`config.mk`:
```
export PLATFORM = sky130hd
export DESIGN_NAME = rotor_cipher_letter_engine_core
export DESIGN_NICKNAME = d
export VERILOG_FILES = /design/src/rtl/rcle_pkg.sv /design/src/rtl/rotor_cipher_letter_engine_core.sv /design/src/rtl/rcle_ram.sv
export SDC_FILE = /design/constraint.sdc
export NUM_CORES = 2
export LEC_CHECK = 0
export ABC_CLOCK_PERIOD_IN_PS = 7200
export BUFFER_PORTS_ARGS = -buffer_cell sky130_fd_sc_hd__buf_2
export CAP_MARGIN = 20
export CORE_MARGIN = 2
export CORE_UTILIZATION = 45
export CTS_BUF_LIST = sky130_fd_sc_hd__clkbuf_8 sky130_fd_sc_hd__clkbuf_16
export CTS_CLUSTER_DIAMETER = 50
export CTS_CLUSTER_SIZE = 28
export DETAILED_ROUTE_END_ITERATION = 10
export PLACE_DENSITY = 0.69
export SLEW_MARGIN = 0
export SYNTH_ARGS = -nofsm -noshare
export SYNTH_HDL_FRONTEND = slang
export SYNTH_SLANG_ARGS = --single-unit
export TNS_END_PERCENT = 1
```
`constraint.sdc`:
```
create_clock -name i_clk -period 7.2 [get_ports i_clk]
set_input_delay 0.72 -clock i_clk [delete_from_list [all_inputs] [get_ports i_clk]]
set_output_delay 0.72 -clock i_clk [all_outputs]
set_load 0.01 [all_outputs]
```
`src/rtl/rcle_pkg.sv`:
```
// Package for the rotor cipher letter engine.
// Holds the item types, item kind codes and default sizes. No dependencies.
package rcle_pkg;

    // Default sizes of the cipher.
    localparam int ROTOR_COUNT_DEF   = 5;
    localparam int ALPHABET_SIZE_DEF = 26;

    // First enciphered character, lowercase a.
    localparam logic [7:0] LETTER_A = 8'h61;

    // Item kinds.
    localparam logic [1:0] KIND_LOAD_ROTOR = 2'd0;
    localparam logic [1:0] KIND_LOAD_REFL  = 2'd1;
    localparam logic [1:0] KIND_CIPHER     = 2'd2;
    localparam logic [1:0] KIND_ZERO_POS   = 2'd3;

    // One input item.
    typedef struct packed {
        logic [1:0] kind;
        logic [2:0] rotor_number;
        logic [4:0] entry_index;
        logic [4:0] entry_value;
        logic [7:0] data_byte;
    } t_in_item;

    // One result item.
    typedef struct packed {
        logic [7:0] out_byte;
        logic       was_enciphered;
    } t_out_item;

endpackage

```
`src/rtl/rotor_cipher_letter_engine_core.sv`:
```
// Rotor cipher letter engine with rotors and a reflector, no plugboard.
// A letter item steps through S_FWD per rotor, S_REFL, S_BWD per rotor in reverse and S_DONE
// into the result register, one table read per cycle in S_FWD and S_BWD; any other byte goes
// through S_PASS. No new item is taken until a cipher item is done; loads and position resets
// are taken every cycle; a stalled full result register in S_DONE or S_PASS holds input off.
// Synchronous active-low reset: positions to zero, reflector to identity, result register empty.
module rotor_cipher_letter_engine_core
    import rcle_pkg::*;
#(
    parameter int ROTOR_COUNT   = ROTOR_COUNT_DEF,
    parameter int ALPHABET_SIZE = ALPHABET_SIZE_DEF
) (
    input  logic      i_clk,
    input  logic      i_rst_n,
    input  logic      i_in_valid,
    output logic      o_in_stall,
    input  t_in_item  i_in_item,
    output logic      o_out_valid,
    input  logic      i_out_stall,
    output t_out_item o_out_item
);

    localparam int DEPTH = ROTOR_COUNT * ALPHABET_SIZE;
    localparam int AW    = $clog2(DEPTH);
    localparam int LW    = $clog2(ALPHABET_SIZE);
    localparam int RW    = (ROTOR_COUNT > 1) ? $clog2(ROTOR_COUNT) : 1;

    localparam logic [AW-1:0] A_AW        = AW'(ALPHABET_SIZE);
    localparam logic [LW:0]   A_W         = (LW + 1)'(ALPHABET_SIZE);
    localparam logic [LW-1:0] LAST_LETTER = LW'(ALPHABET_SIZE - 1);
    localparam logic [RW-1:0] LAST_ROTOR  = RW'(ROTOR_COUNT - 1);
    localparam logic [RW-1:0] FIRST_ROTOR = '0;

    // Sequencer states.
    localparam logic [2:0] S_IDLE = 3'd0;
    localparam logic [2:0] S_FWD  = 3'd1;
    localparam logic [2:0] S_REFL = 3'd2;
    localparam logic [2:0] S_BWD  = 3'd3;
    localparam logic [2:0] S_DONE = 3'd4;
    localparam logic [2:0] S_PASS = 3'd5;

    // Modular add of two letter indexes.
    function automatic logic [LW-1:0] mod_add(input logic [LW-1:0] a, input logic [LW-1:0] b);
        logic [LW:0] s;
        s = {1'b0, a} + {1'b0, b};
        if (s >= A_W) begin
            s = s - A_W;
        end
        return s[LW-1:0];
    endfunction

    // Modular subtract of a rotor position from a letter index.
    function automatic logic [LW-1:0] mod_sub(input logic [LW-1:0] v, input logic [LW-1:0] p);
        logic [LW:0] s;
        s = {1'b0, v} + A_W - {1'b0, p};
        if (s >= A_W) begin
            s = s - A_W;
        end
        return s[LW-1:0];
    endfunction

    logic [2:0]    r_state, n_state;
    logic [RW-1:0] r_rotor, n_rotor;
    logic [AW-1:0] r_base, n_base;
    logic [LW-1:0] r_idx, n_idx;
    logic          r_pend, n_pend;
    logic [LW-1:0] r_ppos, n_ppos;
    logic          r_pbwd, n_pbwd;
    logic [7:0]    r_byte, n_byte;
    logic [LW-1:0] r_pos [ROTOR_COUNT];
    logic [LW-1:0] n_pos [ROTOR_COUNT];
    logic [LW-1:0] step_pos [ROTOR_COUNT];
    logic [LW-1:0] r_refl [ALPHABET_SIZE];
    logic          r_ovalid, n_ovalid;
    t_out_item     r_oitem, n_oitem;

    logic          in_acc;
    logic          rotor_ok;
    logic          index_ok;
    logic          value_ok;
    logic          is_letter;
    logic [LW-1:0] ei_l;
    logic [LW-1:0] ev_l;
    logic [LW-1:0] letter_idx;
    logic [AW-1:0] wr_base;
    logic          tab_we;
    logic          rd_en;
    logic [AW-1:0] rd_addr;
    logic [LW-1:0] q_fwd;
    logic [LW-1:0] q_inv;
    logic [LW-1:0] pos_cur;
    logic [LW-1:0] cur_idx;
    logic          slot_free;

    // Handshake and input decode.
    assign o_in_stall = (r_state != S_IDLE);
    assign in_acc     = i_in_valid && !o_in_stall;
    assign rotor_ok   = ({1'b0, i_in_item.rotor_number} < 4'(ROTOR_COUNT));
    assign index_ok   = ({1'b0, i_in_item.entry_index} < 6'(ALPHABET_SIZE));
    assign value_ok   = ({1'b0, i_in_item.entry_value} < 6'(ALPHABET_SIZE));
    assign is_letter  = ({1'b0, i_in_item.data_byte} >= {1'b0, LETTER_A})
                     && ({1'b0, i_in_item.data_byte} < ({1'b0, LETTER_A} + 9'(ALPHABET_SIZE)));
    assign ei_l       = i_in_item.entry_index[LW-1:0];
    assign ev_l       = i_in_item.entry_value[LW-1:0];
    assign letter_idx = LW'(i_in_item.data_byte - LETTER_A);

    // Rotor table write: forward entry and its inverse in the same cycle.
    assign wr_base = AW'(i_in_item.rotor_number) * A_AW;
    assign tab_we  = in_acc && (i_in_item.kind == KIND_LOAD_ROTOR)
                  && rotor_ok && index_ok && value_ok;

    // Letter index out of the previous lookup, or the held index.
    assign pos_cur = r_pos[r_rotor];
    assign cur_idx = r_pend ? mod_sub(r_pbwd ? q_inv : q_fwd, r_ppos) : r_idx;

    // One table read per cycle at the offset entry of the current rotor.
    assign rd_en   = (r_state == S_FWD) || (r_state == S_BWD);
    assign rd_addr = r_base + AW'(mod_add(cur_idx, pos_cur));

    rcle_ram #(
        .WIDTH (LW),
        .DEPTH (DEPTH)
    ) u_fwd_ram (
        .i_clk   (i_clk),
        .i_we    (tab_we),
        .i_waddr (wr_base + AW'(ei_l)),
        .i_wdata (ev_l),
        .i_re    (rd_en && (r_state == S_FWD)),
        .i_raddr (rd_addr),
        .o_rdata (q_fwd)
    );

    rcle_ram #(
        .WIDTH (LW),
        .DEPTH (DEPTH)
    ) u_inv_ram (
        .i_clk   (i_clk),
        .i_we    (tab_we),
        .i_waddr (wr_base + AW'(ev_l)),
        .i_wdata (ei_l),
        .i_re    (rd_en && (r_state == S_BWD)),
        .i_raddr (rd_addr),
        .o_rdata (q_inv)
    );

    // Odometer step of the rotor positions.
    always_comb begin : step_blk
        logic carry;
        carry = 1'b1;
        for (int r = 0; r < ROTOR_COUNT; r++) begin
            step_pos[r] = r_pos[r];
            if (carry) begin
                if (r_pos[r] == LAST_LETTER) begin
                    step_pos[r] = '0;
                end else begin
                    step_pos[r] = r_pos[r] + LW'(1);
                    carry       = 1'b0;
                end
            end
        end
    end

    assign slot_free = !r_ovalid || !i_out_stall;

    // Sequencer.
    always_comb begin
        n_state  = r_state;
        n_rotor  = r_rotor;
        n_base   = r_base;
        n_idx    = r_idx;
        n_pend   = r_pend;
        n_ppos   = r_ppos;
        n_pbwd   = r_pbwd;
        n_byte   = r_byte;
        n_pos    = r_pos;
        n_ovalid = r_ovalid;
        n_oitem  = r_oitem;

        // The result register empties when its item is taken.
        if (r_ovalid && !i_out_stall) begin
            n_ovalid = 1'b0;
        end

        unique case (r_state)
            S_IDLE: begin
                if (in_acc) begin
                    unique case (i_in_item.kind)
                        KIND_LOAD_ROTOR, KIND_LOAD_REFL: begin
                            n_state = S_IDLE;
                        end
                        KIND_CIPHER: begin
                            if (is_letter) begin
                                n_state = S_FWD;
                                n_idx   = letter_idx;
                                n_rotor = FIRST_ROTOR;
                                n_base  = '0;
                                n_pend  = 1'b0;
                            end else begin
                                n_state = S_PASS;
                                n_byte  = i_in_item.data_byte;
                            end
                        end
                        KIND_ZERO_POS: begin
                            for (int r = 0; r < ROTOR_COUNT; r++) begin
                                n_pos[r] = '0;
                            end
                        end
                    endcase
                end
            end
            S_FWD: begin
                n_pend = 1'b1;
                n_ppos = pos_cur;
                n_pbwd = 1'b0;
                if (r_rotor == LAST_ROTOR) begin
                    n_state = S_REFL;
                end else begin
                    n_rotor = r_rotor + RW'(1);
                    n_base  = r_base + A_AW;
                end
            end
            S_REFL: begin
                n_idx   = r_refl[cur_idx];
                n_pend  = 1'b0;
                n_state = S_BWD;
            end
            S_BWD: begin
                n_pend = 1'b1;
                n_ppos = pos_cur;
                n_pbwd = 1'b1;
                if (r_rotor == FIRST_ROTOR) begin
                    n_state = S_DONE;
                end else begin
                    n_rotor = r_rotor - RW'(1);
                    n_base  = r_base - A_AW;
                end
            end
            S_DONE: begin
                if (slot_free) begin
                    n_ovalid                = 1'b1;
                    n_oitem.out_byte        = 8'(cur_idx) + LETTER_A;
                    n_oitem.was_enciphered  = 1'b1;
                    n_pos                   = step_pos;
                    n_pend                  = 1'b0;
                    n_state                 = S_IDLE;
                end
            end
            S_PASS: begin
                if (slot_free) begin
                    n_ovalid               = 1'b1;
                    n_oitem.out_byte       = r_byte;
                    n_oitem.was_enciphered = 1'b0;
                    n_state                = S_IDLE;
                end
            end
            default: begin
                n_state = S_IDLE;
            end
        endcase
    end

    // Control state, rotor positions and reflector.
    always_ff @(posedge i_clk) begin
        if (!i_rst_n) begin
            r_state  <= S_IDLE;
            r_rotor  <= FIRST_ROTOR;
            r_pend   <= 1'b0;
            r_ovalid <= 1'b0;
            for (int r = 0; r < ROTOR_COUNT; r++) begin
                r_pos[r] <= '0;
            end
            for (int i = 0; i < ALPHABET_SIZE; i++) begin
                r_refl[i] <= LW'(i);
            end
        end else begin
            r_state  <= n_state;
            r_rotor  <= n_rotor;
            r_pend   <= n_pend;
            r_ovalid <= n_ovalid;
            r_pos    <= n_pos;
            // Each reflector entry takes at most one of the two pair letters.
            if (in_acc && (i_in_item.kind == KIND_LOAD_REFL) && index_ok && value_ok) begin
                for (int i = 0; i < ALPHABET_SIZE; i++) begin
                    if (LW'(i) == ei_l) begin
                        r_refl[i] <= ev_l;
                    end else if (LW'(i) == ev_l) begin
                        r_refl[i] <= ei_l;
                    end
                end
            end
        end
    end

    // Payload registers.
    always_ff @(posedge i_clk) begin
        r_base  <= n_base;
        r_idx   <= n_idx;
        r_ppos  <= n_ppos;
        r_pbwd  <= n_pbwd;
        r_byte  <= n_byte;
        r_oitem <= n_oitem;
    end

    assign o_out_valid = r_ovalid;
    assign o_out_item  = r_oitem;

endmodule

```
`src/rtl/rcle_ram.sv`:
```
// Generic single write port, single read port RAM with registered read data.
// No dependencies.
module rcle_ram #(
    parameter int WIDTH = 5,
    parameter int DEPTH = 130
) (
    input  logic                     i_clk,
    input  logic                     i_we,
    input  logic [$clog2(DEPTH)-1:0] i_waddr,
    input  logic [WIDTH-1:0]         i_wdata,
    input  logic                     i_re,
    input  logic [$clog2(DEPTH)-1:0] i_raddr,
    output logic [WIDTH-1:0]         o_rdata
);

    logic [WIDTH-1:0] r_mem [DEPTH];
    logic [WIDTH-1:0] r_rdata;

    // Write port.
    always_ff @(posedge i_clk) begin
        if (i_we) begin
            r_mem[i_waddr] <= i_wdata;
        end
    end

    // Registered read port; the data holds while no read is enabled.
    always_ff @(posedge i_clk) begin
        if (i_re) begin
            r_rdata <= r_mem[i_raddr];
        end
    end

    assign o_rdata = r_rdata;

endmodule

```
Word-level counts from Yosys, hierarchy flattened

Memory sizes are Yosys's and may differ from the RTL's. A register that Yosys moved wholly into a read port is not among the register bits.
Index checks and enable logic that the tools add are counted.

Add/sub/neg operators: 19
Multiply operators: 1
Div/mod/pow operators: 0
$lt $le $gt $ge: 8
Equality and inequality tests: 80
Shifts and indexed selects: 0
Mux-type cells: 351
Bitwise gates (word level): 54
Reduce and logical (&&, ||, !) cells: 43

Operators with widths:

| operator            | number |
|---|---|
| $mux 5              | 70 |
| $mux 1              | 251 |
| $eq 5x5->1 const A  | 20 |
| $eq 4x5->1 const A  | 16 |
| $mux 25             | 3 |
| $or 1x1->1          | 52 |
| $pmux 25 s2         | 1 |
| $eq 3x5->1 const A  | 8 |
| $mux 8              | 5 |
| $mux 3              | 10 |
| $reduce_and 5->1    | 6 |
| $add 5x1->5 const B | 5 |
| $eq 5x5->1 const B  | 5 |
| $add 8x5->8         | 3 |
| $pmux 8 s3          | 1 |
| $eq 2x5->1 const A  | 4 |
| $mux 9              | 2 |
| $ne 2x1->1 const B  | 9 |
| $pmux 9 s2          | 1 |
| $bmux 5 s3          | 1 |
| $pmux 3 s5          | 1 |
| $ge 6x5->1 const B  | 2 |
| $logic_and 1x1->1   | 12 |
| $ne 2x2->1 const B  | 6 |
| 42 further kinds    | 62 |

Flip-flop bits (word level): 69
Latch bits: 0
Memory bits (writable): 1,430
Memory bits (read-only): 0
Input bits: 27
Output and inout bits: 11
Logic and storage cells: 575
Memories: 3

Memory list:

| name            | depth | bits a word | rd ports | clocked after memory_dff | write ports | line                                  | source |
|---|---|---|---|---|---|---|---|
| u_fwd_ram.r_mem | 130   | 5           | 1        | 1                        | 1           | rcle_ram.sv:16                        | `logic [WIDTH-1:0] r_mem [DEPTH];` |
| u_inv_ram.r_mem | 130   | 5           | 1        | 1                        | 1           | rcle_ram.sv:16                        |  |
| r_refl          | 26    | 5           | 1        | 0                        | 26          | rotor_cipher_letter_engine_core.sv:73 | `logic [LW-1:0] r_refl [ALPHABET_SIZE];` |

Logic depth before layout (Yosys ltp)

Depth after elaboration: 11
Depth in mapped cells: 32
Mapped depth without buffers: 28

Modules after synthesis

From an unflattened synthesis, not the netlist that was laid out.

Cells, all modules: 4,122
Area total of the unflattened synthesis: 65,544.1 µm²

By module, submodules not included:

| module                          | instances | cells each | area an instance (µm²) | seq. area each (µm²) |
|---|---|---|---|---|
| rcle_ram                        | 2         | 1,369      | 26,193.9               | 19,668.9 |
| rotor_cipher_letter_engine_core | 1         | 1,384      | 13,156.4               | 5,615.4 |

Least setup slack after synthesis

OpenSTA, ideal clock, no wires.

Path type: register to register
Start point: register r_pbwd
End point: register u_fwd_ram.r_rdata[1] (netlist: u_fwd_ram.o_rdata[1]), read port of u_fwd_ram.r_mem (data pin)
Setup time: 259 ps
Arrival time: 7,561 ps
Required time: 6,941 ps
Setup slack: -620 ps
Cell stages (with the launch flop): 31
Path buffers: 6
Period minus slack after synthesis: 7,820 ps
Cell sequence: edfxtp_1 > clkbuf_1 > mux2i_1 > ha_1 > inv_1 > ha_1 > fa_1 > o21ai_0 > a2111oi_0 > a211o_1 > xnor2_1 > o21ai_2 > buf_6 > buf_2 > ha_1 > a21o_1 > a21oi_1 > xnor2_1 > nand2_1 > o21ai_0 > xnor2_1 > ha_1 > fa_1 > clkbuf_1 > buf_1 > clkbuf_1 > mux4_2 > mux4_2 > mux4_2 > o22ai_1 > nor2_1

Word-level cells in the longest chain between the ends: 10
Elaborated cells on any way between the ends: 12
Those cells by class: add/sub (6); order compare (2); mux (4)

RTL lines:

| item                                      | line                                                                         | source |
|---|---|---|
| start: declaration                        | rotor_cipher_letter_engine_core.sv:68                                        | `logic r_pbwd, n_pbwd;` |
| start signal: assignment                  | rotor_cipher_letter_engine_core.sv:299                                       | `r_pbwd <= n_pbwd;` |
| $mux 5 (*)                                | rotor_cipher_letter_engine_core.sv:114                                       | `assign cur_idx = r_pend ? mod_sub(r_pbwd ? q_inv : q_fwd, r_ppos) : r_idx;` |
| $add 5x5->6 (*)                           | rotor_cipher_letter_engine_core.sv:55                                        | `s = {1'b0, v} + A_W - {1'b0, p};` |
| $sub 6x5->6 (*)                           | rotor_cipher_letter_engine_core.sv:55                                        |  |
| $sub 5x5->5 or $ge 6x5->1 (tied branches) | rotor_cipher_letter_engine_core.sv:57, rotor_cipher_letter_engine_core.sv:56 |  |
| $mux 5 (*)                                | rotor_cipher_letter_engine_core.sv:56                                        | `if (s >= A_W) begin` |
| $mux 5 (*)                                | rotor_cipher_letter_engine_core.sv:114                                       |  |
| $add 5x5->6 (*)                           | rotor_cipher_letter_engine_core.sv:45                                        | `s = {1'b0, a} + {1'b0, b};` |
| $sub 5x5->5 or $ge 6x5->1 (tied branches) | rotor_cipher_letter_engine_core.sv:47, rotor_cipher_letter_engine_core.sv:46 |  |
| $mux 5 (*)                                | rotor_cipher_letter_engine_core.sv:46                                        | `if (s >= A_W) begin` |
| $add 8x5->8 (*)                           | rotor_cipher_letter_engine_core.sv:118                                       | `assign rd_addr = r_base + AW'(mod_add(cur_idx, pos_cur));` |
| end: declaration                          | rcle_ram.sv:17                                                               | `logic [WIDTH-1:0] r_rdata;` |

Mark *: on every way between the ends. The rest lies on a longest branch, timed or not.
A chain may end at the register's enable or synchronous reset.

Final worst setup path

Start point: register r_pbwd
End point: register u_inv_ram.r_rdata[0] (netlist: u_inv_ram.o_rdata[0]), read port of u_inv_ram.r_mem (data pin)

Word-level cells in the longest chain between the ends: 10
Elaborated cells on any way between the ends: 12
Those cells by class: add/sub (6); order compare (2); mux (4)

RTL lines:

| item                                      | line |
|---|---|
| $mux 5 (*)                                | rotor_cipher_letter_engine_core.sv:114 |
| $add 5x5->6 (*)                           | rotor_cipher_letter_engine_core.sv:55 |
| $sub 6x5->6 (*)                           | rotor_cipher_letter_engine_core.sv:55 |
| $sub 5x5->5 or $ge 6x5->1 (tied branches) | rotor_cipher_letter_engine_core.sv:57, rotor_cipher_letter_engine_core.sv:56 |
| $mux 5 (*)                                | rotor_cipher_letter_engine_core.sv:56 |
| $mux 5 (*)                                | rotor_cipher_letter_engine_core.sv:114 |
| $add 5x5->6 (*)                           | rotor_cipher_letter_engine_core.sv:45 |
| $sub 5x5->5 or $ge 6x5->1 (tied branches) | rotor_cipher_letter_engine_core.sv:47, rotor_cipher_letter_engine_core.sv:46 |
| $mux 5 (*)                                | rotor_cipher_letter_engine_core.sv:46 |
| $add 8x5->8 (*)                           | rotor_cipher_letter_engine_core.sv:118 |
| end: declaration                          | rcle_ram.sv:17 |

Marked as above.

==> summary.md <==
| Metric | Value |
|---|---|
| Status | `complete, no violations` |
| Fill cell count | `roughly 11k` |
| Die Area | `0.144 mm2` |
| Switch share | `27.5%` |
| Worst hold path type | `in -> reg` |
| Layout Nets | `roughly 3.7k` |
| Via count | `34.1k` |
| Area occupied by multi-input gates | `0.0176 mm2` |
| Setup violations, final | `0` |
| Clock network fraction of design power | `34.2%` |
| Final wirelength | `around 150,000 um` |
| CTS Buf Count | `133` |
| Clk_lat worst skew | `0.80 ns` |
| Worst setup margin | `0.0469 ns` |
| Slowest cell on the critical path | `fa_4` |
| Top cell type by total area after synthesis | `edfxtp_1` |
| Gate power share | `22.2%` |
| Tcrit/Tclk final | `99.3%` |
| Root Driver | `clkbuf_16` |
| Hold slack | `between 0.15 and 0.2 ns` |
| Pin count of the biggest net entering global routing | `126` |
| CP endpoint kind | `flop` |
| Synthesized flop and latch total | `1,508` |
| Clock buffer depth | `3` |
| Top area cells in the synthesized netlist | `edfxtp_1, mux4_2, nor2_1, ha_1, dfxtp_1` |
| Worst Path Buf+Inv | `7` |
| Initial antenna violation count | `5` |
| Core ar. | `0.140 mm2` |
| Yosys top cell area share | `70.0%` |
| CP Max Fanout | `12` |
| Average routed wire per standard cell | `27.6 um` |
| Flop pwr share | `43.6%` |
| First drt pass iteration count | `6` |
| FF-to-FF setup slack | `about 0.047 ns` |
| Clock period minus worst slack | `7.15 ns` |
| Die span in y | `roughly 380 um` |
| Fmax | `0.140 GHz` |
| Slew @ Worst Pin | `1.18 ns` |
| Post-synthesis mux area share | `approximately 16%` |
| Top cells by count, synth | `edfxtp_1, nor2_1, mux4_2, nand2_1, clkbuf_1` |
| Layout cells sized above 1 | `between 20% and 30%` |
| H-tree depth | `4` |
| Clk slew on worst S/H paths | `0.06 ns` |
| Clock sinks | `around 1.5k` |
| Total GRT Usage | `21.6%` |
| Worst slew margin | `21.3%` |
| Die width | `379 um` |
| Complex-gate fraction of the synthesized area | `3.42%` |
| Main combinational cell family by area after synthesis | `multiplexers` |
| Initial core utilization | `45.3%` |
| Adder-Cell Fraction of Synth Area | `between 1 and 1.5%` |
| Synthesized area | `roughly 0.063 mm2` |
| Peak VDD IR | `0.000258 V` |
| Remaining antenna violation count after routing | `0` |
| Final setup TNS | `0 ns` |
| Post-synth cell types | `72` |
| Final Max Tran Viols | `0` |
| RSZ-0062 raised after global routing | `yes` |
| Iteration-0 DRC Markers | `roughly 4.8k` |
| Syn Nets | `3,605` |
| Hold path depth | `1` |
| Cells after Synth | `3,516` |
| Simple-Gate Fraction of Synth Area | `5.61%` |
| R2R Path End | `u_inv_ram.o_rdata[0]` |
| Layout Utilization | `51.1%` |
| Sequential area share after synthesis | `71.1%` |
| Tot Pwr | `22.3 mW` |
| Area Growth Syn to Fin | `12.8%` |
| Worst r2r src | `r_pbwd` |
| Endpoint, Worst Hold | `r_byte[5]` |
| Total number of yosys warnings | `0` |
| First-pass GRT wire length | `227,000 um` |
| Placed Area | `between 0.06 and 0.07 mm2` |
| Crit start category | `flop` |
| Internal Power | `16.2 mW` |
| Clock skew | `0.0355 ns` |
| Final routed DRC violation total | `0` |
| Arrival time worst endpoint | `7.67 ns` |
| Gr ovfl total | `0` |
| CTS Hold Bufs | `0` |
| Buffers on Ports | `37` |
| XOR/XNOR share of the synthesized area | `0.762%` |
| Post-DP HPWL | `97,900 um` |
| # rows | `137` |
| Pwr/cell area | `313 mW/mm2` |
| Fin area | `a little over 0.07 mm2` |
| Sequential Area | `0.0450 mm2` |
| I/O pin cnt | `38` |
| Vias/cell | `6.11` |
| Avg Synthesized Cell Area | `18.0 um2` |
| Reg2reg path depth | `28` |
| Synth async-reset ratio | `0%` |
| Max_cap viols | `0` |
| Pre-CTS WS | `-0.276 ns` |
| Post-synth EDFFs | `1,475` |
| Critical Path Max Stage Delay | `between 0.8 and 0.9 ns` |
| Critical Setup Path Class | `reg -> reg` |
| Number of global-route vias before repair | `~33k` |
| CTS tree | `yes` |
| Most common cell in the netlist | `edfxtp_1` |
| Worst hold start | `i_in_item[5]` |
| CP Data Required Time | `7.72 ns` |
| Layout Cells excl Fill | `roughly 5.6k` |
| Final Hold Vio Count | `0` |
| Net Switching | `about 6 mW` |
| Top_reg_cell synth | `edfxtp_1` |
| Gp weighted congestion | `just under 0.9` |
| Leak | `roughly 22 nW` |
| Critical path's top delay family | `adder cells` |
| Placed Cells | `5,330` |
==> worst reg2reg max path, delay by kind of cell, from the launching register on <==
kind / cells / cell delay, ns
flops: 1 / 0.46
buf+inv: 7 / 0.84
xor+xnor: 2 / 0.25
simple gates: 1 / 0.07
compound gates: 8 / 1.69
mux: 4 / 1.53
fa+ha+maj: 6 / 2.06
==> kinds of logic (layout without fill, tap and decap cells) <==
group,count (synthesis),after routing
compound gates,331,331
flops,1508,1508
mux,485,485
xor+xnor,55,55
simple gates,822,822
other cells,0,2
fa+ha+maj,62,62
buf+inv,253,444
==> worst max path at each step <==
stage	start	cells after the start	endpoint	slack, ns
2_1_floorplan	r_pbwd	32	u_fwd_ram.o_rdata[1]	0.005
3_3_place_gp	r_pbwd	26	u_inv_ram.o_rdata[1]	-0.12
3_5_place_dp	r_pbwd	27	u_fwd_ram.o_rdata[1]	-0.28
4_1_cts	r_pbwd	26	u_inv_ram.o_rdata[1]	0.02
5_1_grt	r_pbwd	28	u_fwd_ram.o_rdata[3]	-0.17
6_report	r_pbwd	28	u_inv_ram.o_rdata[0]	0.05
==> final cells by class <==
class / instances / share of cell area [%]
sequential: 1508 / 63.0
multi-input combinational: 1755 / 24.7
clock buffer: 138 / 4.84
tap: 1876 / 3.29
timing repair buffer: 147 / 2.10
clock inverter: 103 / 1.80
inverter: 56 / 0.295
antenna: 2 / 0.00701
==> registers in the layout (all words and copies together) (netlist names) <==
| signal | count |
|---|---|
| u_fwd_ram.r_mem | 650 |
| u_inv_ram.r_mem | 650 |
| r_refl | 130 |
| r_pos | 25 |
| o_out_item | 9 |
| r_byte | 8 |
| r_base | 7 |
| r_idx | 5 |
| r_ppos | 5 |
| u_fwd_ram.o_rdata | 5 |
| u_inv_ram.o_rdata | 5 |
| r_rotor | 3 |
| r_state | 3 |
| o_out_valid | 1 |
| r_pbwd | 1 |
| r_pend | 1 |
==> metal layers <==
layer	vias to the layer above	global-route usage, %	share of wire [%]
li1	14300	-	-
met1	17600	31.1	40
met2	1899	33.8	48
met3	304	3.82	9.5
met4	2	6.55	3.0
met5	-	0	0.0058
==> layout by cell type, fill, tap and decap left out, types with 22 or more instances in the layout <==
cell type,n
nor2_1,448
inv_6,22
inv_1,52
o21ai_0,42
a21oi_1,103
a21o_1,24
mux2i_1,45
xor2_1,25
buf_2,27
xnor2_1,22
clkbuf_16,142
nor3_1,38
buf_12,23
nand2_1,167
mux4_2,429
buf_4,79
ha_1,48
o22ai_1,23
nand3_1,38
dfxtp_1,33
edfxtp_1,1475
nor2b_1,24
==> power groups by stage <==
stage	clock network (mW)	logic [mW]	registers [mW]
after floorplan	0	3.10	9.90
after global placement	0	4.65	9.91
after detailed placement	0	4.72	9.91
after CTS	7.73	4.83	9.72
after global routing	8.04	5.20	9.72
final	7.63	4.96	9.72
==> timing repair <==
action,in CTS,in global routing
cloned,1,4
setup endpoints to repair,10,10
pin swaps,6,21
resized for setup,21,25
buffers inserted,4,3
No activity file was read; power rests on OpenSTA's default activity.
